## config.mk

```make
export PLATFORM = sky130hd
export DESIGN_NAME = brf_front_flat
export DESIGN_NICKNAME = d
export VERILOG_FILES = /design/src/rtl/brf_pkg.sv /design/src/rtl/brf_if.sv /design/src/rtl/brf_front.sv /design/src/flat_wrapper.sv
export SDC_FILE = /design/constraint.sdc
export NUM_CORES = 1
export LEC_CHECK = 0
export BUFFER_PORTS_ARGS = -buffer_cell sky130_fd_sc_hd__buf_2
export CORE_AREA = 2 2 69 103
export CTS_CLUSTER_SIZE = 8
export DETAILED_ROUTE_END_ITERATION = 7
export DIE_AREA = 0 0 71 105
export PLACE_DENSITY = 0.54
export SETUP_SLACK_MARGIN = 0.15
export SLEW_MARGIN = 5
export SYNTH_ARGS = -nofsm -noshare
export SYNTH_HDL_FRONTEND = slang
export SYNTH_SLANG_ARGS = --single-unit
```

## constraint.sdc

```tcl
create_clock -name i_clk -period 1.48 [get_ports i_clk]
set_input_delay 0.148 -clock i_clk [delete_from_list [all_inputs] [get_ports i_clk]]
set_output_delay 0.148 -clock i_clk [all_outputs]
set_load 0.005 [all_outputs]
```

## src/rtl/brf_pkg.sv

```systemverilog
`timescale 1ns / 1ps
// Shared types and constants of the byte ring FIFO with pattern seek.
// No dependencies; compiled first.
package brf_pkg;

    localparam int KIND_W      = 3;
    localparam int BYTE_W      = 8;
    localparam int AMT_W       = 11;
    localparam int OFF_W       = 10;
    localparam int LVL_W       = 11;
    localparam int PAT_W       = 64;
    localparam int PLEN_W      = 4;
    localparam int MAX_PATTERN = 8;
    localparam int CFG_IDX_W   = 2;
    localparam int Q_DEPTH     = 2;

    localparam logic [KIND_W-1:0] KIND_PUSH    = 3'd0;
    localparam logic [KIND_W-1:0] KIND_POP     = 3'd1;
    localparam logic [KIND_W-1:0] KIND_PEEK    = 3'd2;
    localparam logic [KIND_W-1:0] KIND_DISCARD = 3'd3;
    localparam logic [KIND_W-1:0] KIND_SEEK    = 3'd4;
    localparam logic [KIND_W-1:0] KIND_CLEAR   = 3'd5;

    localparam logic [CFG_IDX_W-1:0] CFG_OVERWRITE = 2'd0;
    localparam logic [CFG_IDX_W-1:0] CFG_PATTERN   = 2'd1;
    localparam logic [CFG_IDX_W-1:0] CFG_PLEN      = 2'd2;

    typedef enum logic [2:0] {
        OP_PUSH,
        OP_POP,
        OP_PEEK,
        OP_DISCARD,
        OP_SEEK,
        OP_CLEAR,
        OP_NOP
    } t_op;

    typedef enum logic {
        S_RUN,
        S_SEEK
    } t_bstate;

    typedef struct packed {
        logic              overwrite;
        logic [PAT_W-1:0]  pattern;
        logic [PLEN_W-1:0] plen;
    } t_cfg;

    typedef struct packed {
        t_op               op;
        logic [BYTE_W-1:0] data;
        logic [AMT_W-1:0]  amount;
        logic              last;
    } t_cmd;

    typedef struct packed {
        logic [BYTE_W-1:0] data_out;
        logic              data_valid;
        logic              accepted;
        logic              overwrote;
        logic              found;
        logic [OFF_W-1:0]  match_offset;
        logic [LVL_W-1:0]  discarded;
        logic [LVL_W-1:0]  fill_level;
        logic              burst_last;
    } t_res;

endpackage

```

## src/rtl/brf_if.sv

```systemverilog
`timescale 1ns / 1ps
// Request and result channels of the byte ring FIFO, valid/ready handshake.
// Depends on brf_pkg.
interface brf_item_if;
    import brf_pkg::*;
    logic              valid;
    logic              ready;
    logic [KIND_W-1:0] kind;
    logic [BYTE_W-1:0] data_in;
    logic [AMT_W-1:0]  amount;
    logic              burst_last_in;

    modport source (output valid, kind, data_in, amount, burst_last_in, input ready);
    modport sink   (input valid, kind, data_in, amount, burst_last_in, output ready);
endinterface


```

## src/rtl/brf_front.sv

```systemverilog
`timescale 1ns / 1ps
// Front end: accepts requests, decodes the kind and queues commands.
// Depends on brf_pkg and brf_item_if.
module brf_front (
    input  logic          i_clk,
    input  logic          i_rst_n,
    brf_item_if.sink      i_item,
    output logic          o_cmd_valid,
    input  logic          i_cmd_ready,
    output brf_pkg::t_cmd o_cmd
);
    import brf_pkg::*;

    t_cmd                         r_q [Q_DEPTH];
    logic [$clog2(Q_DEPTH)-1:0]   r_wp;
    logic [$clog2(Q_DEPTH)-1:0]   r_rp;
    logic [$clog2(Q_DEPTH+1)-1:0] r_cnt;
    t_cmd                         dec;
    logic                         push;
    logic                         pop;

    always_comb begin
        case (i_item.kind)
            KIND_PUSH:    dec.op = OP_PUSH;
            KIND_POP:     dec.op = OP_POP;
            KIND_PEEK:    dec.op = OP_PEEK;
            KIND_DISCARD: dec.op = OP_DISCARD;
            KIND_SEEK:    dec.op = OP_SEEK;
            KIND_CLEAR:   dec.op = OP_CLEAR;
            default:      dec.op = OP_NOP;
        endcase
        dec.data   = i_item.data_in;
        dec.amount = i_item.amount;
        dec.last   = i_item.burst_last_in;
    end

    assign i_item.ready = (r_cnt != ($clog2(Q_DEPTH+1))'(Q_DEPTH));
    assign o_cmd_valid  = (r_cnt != '0);
    assign o_cmd        = r_q[r_rp];
    assign push         = i_item.valid && i_item.ready;
    assign pop          = o_cmd_valid && i_cmd_ready;

    always_ff @(posedge i_clk) begin
        if (push) begin
            r_q[r_wp] <= dec;
        end
    end

    always_ff @(posedge i_clk) begin
        if (!i_rst_n) begin
            r_wp  <= '0;
            r_rp  <= '0;
            r_cnt <= '0;
        end else begin
            if (push) begin
                r_wp <= r_wp + 1'b1;
            end
            if (pop) begin
                r_rp <= r_rp + 1'b1;
            end
            if (push && !pop) begin
                r_cnt <= r_cnt + 1'b1;
            end else if (pop && !push) begin
                r_cnt <= r_cnt - 1'b1;
            end
        end
    end

endmodule

```

## src/flat_wrapper.sv

```systemverilog
// flat-port wrapper written by rule: the top's interface ports become plain ports
module brf_front_flat import brf_pkg::*;
  (i_clk, i_rst_n, o_cmd_valid, i_cmd_ready, o_cmd, i_item_valid, i_item_kind, i_item_data_in, i_item_amount, i_item_burst_last_in, i_item_ready);
  brf_item_if i_item_i ();
  input  logic i_clk;
  input  logic i_rst_n;
  output logic o_cmd_valid;
  input  logic i_cmd_ready;
  output brf_pkg::t_cmd o_cmd;
  input wire logic [$bits(i_item_i.valid)-1:0] i_item_valid;
  input wire logic [$bits(i_item_i.kind)-1:0] i_item_kind;
  input wire logic [$bits(i_item_i.data_in)-1:0] i_item_data_in;
  input wire logic [$bits(i_item_i.amount)-1:0] i_item_amount;
  input wire logic [$bits(i_item_i.burst_last_in)-1:0] i_item_burst_last_in;
  output wire logic [$bits(i_item_i.ready)-1:0] i_item_ready;
  assign i_item_i.valid = i_item_valid;
  assign i_item_i.kind = i_item_kind;
  assign i_item_i.data_in = i_item_data_in;
  assign i_item_i.amount = i_item_amount;
  assign i_item_i.burst_last_in = i_item_burst_last_in;
  assign i_item_ready = i_item_i.ready;
  brf_front u_core (.i_clk(i_clk), .i_rst_n(i_rst_n), .i_item(i_item_i), .o_cmd_valid(o_cmd_valid), .i_cmd_ready(i_cmd_ready), .o_cmd(o_cmd));
endmodule
```

# ---- Word-level counts from Yosys, hierarchy flattened
# Memories as Yosys holds them, arrays and structs flattened. A register that Yosys moved wholly into a read port is not among the register bits.
# Cells that the tools add are included.
dict set report word_totals {
  output_inout_bits 25
  mem_count 1
  inputBits 27
  word_cells 30
  mem_bits_rw 46
  regBits 4
}
dict set report classes {
  n_eq_ne 6
  addsub 4
  n_mux 7
  n_reduce_logical 9
}
# name depth word_bits rd rd_clocked_by_memory_dff write_ports line_no
set mem_list {}
lappend mem_list {u_core.r_q 2 23 1 1 1 brf_front.sv:14} ;# t_cmd r_q [Q_DEPTH];
# op count
set op_table {}
lappend op_table {{$pmux W3 S6} 1}
lappend op_table {{$eq A3 B2 Y1 const B} 2}
lappend op_table {{$eq A3 B3 Y1 const B} 2}
lappend op_table {{$logic_and A1 B1 Y1} 4}
lappend op_table {{$mux W1} 4}
lappend op_table {{$mux W2} 2}
lappend op_table {{$reduce_bool A2 Y1} 2}
lappend op_table {{$eq A3 B1 Y1 const B} 1}
lappend op_table {{$logic_not A3 Y1} 1}
lappend op_table {{$add A1 B1 Y1 const B} 2}
lappend op_table {{$add A2 B1 Y2 const B} 1}
lappend op_table {{$logic_not A1 Y1} 2}
lappend op_table {{$ne A2 B2 Y1 const B} 1}
lappend op_table {{$sub A2 B1 Y2 const B} 1}

# ---- Logic depth before layout (Yosys ltp)
dict set report logic_depth {
  ltp_word 6
  ltp_mapped 6
  depth_no_buf 6
}

# ---- Least setup slack after synthesis
# Ideal clock, no wire load.
dict set report synth_timing {
  path_type {register to register}
  start {register u_core.r_cnt[0]}
  end {memory u_core.r_q[1][0] in the netlist's numbering (enable)}
  slack_ps -94
  required_time_ps 1098
  setup_ps 382
  period_less_slack_ps 1574
  path_buffers 0
  arrival_ps 1192
  stages_incl_launch_ff 3
  cell_sequence {dfxtp_1 > nand2b_4 > and3_1}
}
dict set report synth_between {
  elab_chain_cells 4
}
# element line_no
set synth_rtl {}
lappend synth_rtl {{from (decl)} brf_front.sv:17} ;# logic [$clog2(Q_DEPTH+1)-1:0] r_cnt;
lappend synth_rtl {{from (signal assigned)} brf_front.sv:62} ;# r_cnt <= r_cnt + 1'b1;
lappend synth_rtl {{from (signal assigned)} brf_front.sv:64} ;# r_cnt <= r_cnt - 1'b1;
lappend synth_rtl {{$ne A2 B2 Y1} brf_front.sv:37} ;# assign i_item.ready = (r_cnt != ($clog2(Q_DEPTH+1))'(Q_DEPTH));
lappend synth_rtl {{via i_item_ready} flat_wrapper.sv:15} ;# output wire logic [$bits(i_item_i.ready)-1:0] i_item_ready;
lappend synth_rtl {{$logic_and A1 B1 Y1} brf_front.sv:40} ;# assign push = i_item.valid && i_item.ready;
lappend synth_rtl {{$mux W1} brf_front.sv:44} ;# if (push) begin
lappend synth_rtl {{$mux W1 (not written as such)} brf_front.sv:45} ;# r_q[r_wp] <= dec;
lappend synth_rtl {{to (decl)} brf_front.sv:14}
# The timed path passes the listed nets, and every way through them passes these cells.

# ---- Final worst setup path
dict set report layout_timing {
  start {register u_core.r_cnt[0]}
  end {register u_core.r_cnt[1]}
}
dict set report layout_between {
  elab_chain_cells 5
  elab_cells_between_ends 13
  classes_between {add/sub (2); eq/ne (1); mux (2); reduce/logical (8)}
}
# element line_no
set layout_rtl {}
lappend layout_rtl {{$ne A2 B2 Y1 *} brf_front.sv:37}
lappend layout_rtl {{$logic_and A1 B1 Y1 *} brf_front.sv:40}
lappend layout_rtl {{via u_core.push} brf_front.sv:19} ;# logic push;
lappend layout_rtl {{$logic_not A1 Y1} brf_front.sv:63} ;# end else if (pop && !push) begin
lappend layout_rtl {{$logic_and A1 B1 Y1} brf_front.sv:63}
lappend layout_rtl {{$reduce_bool A2 Y1 (no line)} --}
# The timed path passes the listed nets; every way through them passes the cells marked *. The select of a mux whose other input is x is not followed.
# A chain may end at the register's enable or synchronous reset.

==> results by stage <==
Logic synthesis:
- By area the synthesized netlist is led by sky130_fd_sc_hd__edfxtp_1, sky130_fd_sc_hd__mux2_2, sky130_fd_sc_hd__dfxtp_1.
- The post-synthesis share of cell area spent on xor and xnor gates is 0.01377.
- Summed over all instances, the cell type with the most area after synthesis is sky130_fd_sc_hd__edfxtp_1.
- The sequential share of the synthesized area is 0.7764.
- Of the post-synthesis cell area, the dominant cell type holds 0.7239.
- Sorting the synthesized cells by how often they occur yields sky130_fd_sc_hd__edfxtp_1, sky130_fd_sc_hd__mux2_2, sky130_fd_sc_hd__dfxtp_1, sky130_fd_sc_hd__and2_1.
- In this run, synthesis inferred 46 flip-flops with an integrated enable.
- The most common flop cell mapped by yosys is sky130_fd_sc_hd__edfxtp_1.
- The post-synthesis share of cell area spent on and, or, nand and nor gates is 0.03410.
- The async set-reset flop share out of synthesis is 0.
- The synthesis-stage register bit count is 51.
- The synthesized area per cell is 19.47 µm².
- The number of nets in the synthesized netlist is 126.
- The total of warnings raised by yosys is 0.
- Of the total synthesized cell area, the portion taken by full adders, half adders and majority gates is 0.006557.
- Of the post-synthesis cell area, the part taken by muxes is 0.1357.
- The netlist area before placement is 1908 µm².
- The main combinational cell family by area after synthesis is multiplexers.
- The compound-gate portion of the synthesized area is 0.02230.
- Among all cell types in the netlist, the one instantiated most often is sky130_fd_sc_hd__edfxtp_1.
- Synthesis handed over a netlist of 98 instances.
- The number of distinct library cells after synthesis is 20.

Worst setup path:
- STA classifies the critical path endpoint as a flop.
- The required arrival time at the worst endpoint is 1.70 ns.
- Along the worst path, the maximum fanout reaches 5.
- STA classifies the critical path startpoint as a flop.
- The signal arrival time at the worst endpoint is 1.70 ns.
- The worst setup path category is reg2reg.

Route:
- After detailed routing, the number of remaining DRC violations is 0.
- Across all layers, the routed design uses 1,047 vias.
- The detailed-route vias per instance is 4.418.
- The routed wire length is 3726 µm.
- The remaining antenna violation count is 0.
- The first detailed-routing pass ran for 3 iterations.
- In the final routed layout, each cell accounts on average for 15.72 µm.
- The DRC violation total after the first TritonRoute iteration is 36.

Global routing:
- The largest net degree at the start of global routing is 16.
- Summed over all layers, the global routing overflow is 0.
- The number of antenna violations at the first check in global routing is 0.
- Across every metal layer, demand over resource in global routing totals 0.1036.
- The first-pass GRT wire length is 5927 µm.
- The number of global-route vias before repair was 1,214.

Die:
- 52 I/O pins were placed.
- The die is 71 µm wide.
- The die is 105 µm tall.
- The effective utilization at floorplan is 0.2921.
- The die covers 7455 µm².
- Row generation in the floorplan step produced 36 rows.
- The core area is 6531 µm².

STA:
- Setup total negative slack on the finished layout was measured at 0 ns.
- The final hold violation count is 0.
- The share of the cycle needed by the critical path after routing is 0.9981.
- The slew at the pin closest to its max-slew limit is 0.2813 ns.
- Setup repair after global routing could not meet its margin everywhere.
- The post-route minimum period is 1.477 ns.
- The count of final setup violators is 0.
- The relative max-transition margin is 0.8105.
- The total count of max-transition violations in the final report is 0.
- The maximum clock frequency is 0.6770 GHz.
- The clock tree skew after final layout is 0.003288 ns.

Final layout:
- The total non-filler cell area in the finished layout is 2719 µm².
- The final net count is 188.
- The fraction of final layout cells with drive strength greater than 1 is 0.6211.
- Relative to the synthesized area, the layout overhead comes to 42.49%.
- The final antenna diode count is 0.
- Once layout is complete, the utilization of the core stands at 0.4163.

Placement:
- Detailed placement ended at an HPWL of 2565 µm.
- Routability-driven placement finished with a final weighted congestion of 0.6099.
- The number of port buffers is 51.
- The instance area at placement is 2336 µm².

Worst hold path:
- The min-delay analysis places its worst path in the category in2reg.

Clock tree:
- The clock net sink count is 51.
- Counting along the longest clock path gives a buffer depth of 2.
- CTS built an H-tree with a depth of 2.
- The clock slew at the register clock pins of the worst setup and hold paths is 0.08 ns.
- The TritonCTS clock tree is built.
- The clock insertion delay at the later pin of the skew report is 0.29 ns.
- The TritonCTS buffer count is 5.
- The root buffer cell chosen for the clock tree is sky130_fd_sc_hd__clkbuf_8.
- In this run the post-CTS setup repair buffer count came out at 0.

Power:
- The standby leakage power is 1.050 nW.
- In this run the power density over the cells is 1577 nW/µm².
- The worst-case IR drop observed on VDD is 0.7178 mV.
- The total power consumption of the routed design is 4.287 mW.

Run status:
- The flow ran to the end, and the final reports show no timing, DRC or antenna violations.

Job:
- The max-capacitance violation count is 0.
timing repair:
item                       in CTS  in global routing
hold buffers                    0                  0
setup endpoints to repair      24                 24
pin swaps                       0                  0
gates resized for setup        36                 22
gates cloned                    1                  1
sequential cells by signal, summed over array words and instances (netlist names), named ones only:
name / cells
u_core.r_q: 46
u_core.r_rp: 1
u_core.r_cnt: 2
u_core.r_wp: 1
power breakdown:
group	switching (mW)	leakage [nW]	internal, mW
clock network	0.418	0.0392	0.321
registers	0.115	0.472	1.82
logic	0.571	0.539	1.04
total	1.10	1.05	3.18
final cells by class:
type / count / area, µm²
repair buffers: 59 / 529.3
clock buffers: 5 / 68.82
well taps: 76 / 95.09
clock inverters: 3 / 15.01
multi-input cells: 42 / 515.5
inverters: 1 / 7.507
flip-flops and latches: 51 / 1488
fillers: 584 / 3812
critical path: stages, from the launching register on:
cell,delay (ns)
sky130_fd_sc_hd__dfxtp_2,0.36
sky130_fd_sc_hd__nand2b_4,0.16
sky130_fd_sc_hd__and2_4,0.14
sky130_fd_sc_hd__ha_4,0.15
sky130_fd_sc_hd__xor2_1,0.15
sky130_fd_sc_hd__or3_1,0.33
sky130_fd_sc_hd__a21boi_2,0.13
path summary, 6_finish.rpt:
kind,startpoint,end,slack (ns),depth (start not counted)
worst max-delay path,u_core.r_cnt[0]$_SDFFE_PN0P_,u_core.r_cnt[1]$_SDFFE_PN0P_,0.003,6
worst min register to register,u_core.r_cnt[1]$_SDFFE_PN0P_,u_core.r_cnt[1]$_SDFFE_PN0P_,0.60,2
worst min-delay path,i_item_data_in[1],u_core.r_q[0][13]$_DFFE_PP_,0.04,1
worst max register to register,u_core.r_cnt[0]$_SDFFE_PN0P_,u_core.r_cnt[1]$_SDFFE_PN0P_,0.003,6
logic make-up (layout without fill, tap and decap cells):
kind of cell,after synthesis,after routing
xor gates and xnor gates,3,3
DFF,51,51
buffers and inverters,5,68
AOI/OAI and AO/OA,6,6
adders and majority gates,1,1
muxes,23,23
and+or+nand+nor,9,9
layout by cell type (no fill, tap or decap), types with 2 or more instances in the layout:
cell                         synthesis  layout
sky130_fd_sc_hd__a21boi_0            2       2
sky130_fd_sc_hd__xnor2_1             2       2
sky130_fd_sc_hd__clkinvlp_4          0       2
sky130_fd_sc_hd__dfxtp_2             0       2
sky130_fd_sc_hd__and2_1              4       3
sky130_fd_sc_hd__buf_2               2      28
sky130_fd_sc_hd__mux2_4              0      23
sky130_fd_sc_hd__clkbuf_8            0       5
sky130_fd_sc_hd__buf_12              0       3
sky130_fd_sc_hd__clkinv_1            0       2
sky130_fd_sc_hd__buf_6               0      23
sky130_fd_sc_hd__buf_8               0       2
sky130_fd_sc_hd__edfxtp_1           46      46
sky130_fd_sc_hd__buf_4               0       2
sky130_fd_sc_hd__dfxtp_1             5       2
per-layer routing:
| layer | global-route usage | routed length [µm] | up-vias |
|---|---|---|---|
| met1 | 0.1038 | 1320 | 520 |
| met3 | 0.03086 | 171 | 4 |
| li1 | - | - | 494 |
| met5 | 0 | 0 | - |
| met4 | 0.04043 | 50 | 0 |
| met2 | 0.1943 | 2183 | 29 |
stage by stage:
stage | hold WS [ns] | cells | setup slack, ns
2_1_floorplan | 0.2469 | 98 | 0.1129
3_3_place_gp | 0.3375 | 227 | 0.08508
3_5_place_dp | 0.3438 | 227 | -0.009452
4_1_cts | 0.03075 | 236 | -0.01930
5_1_grt | 0.02433 | 237 | -0.05354
6_report | 0.03952 | 237 | 0.002833
No activity file was read; power rests on OpenSTA's default activity.
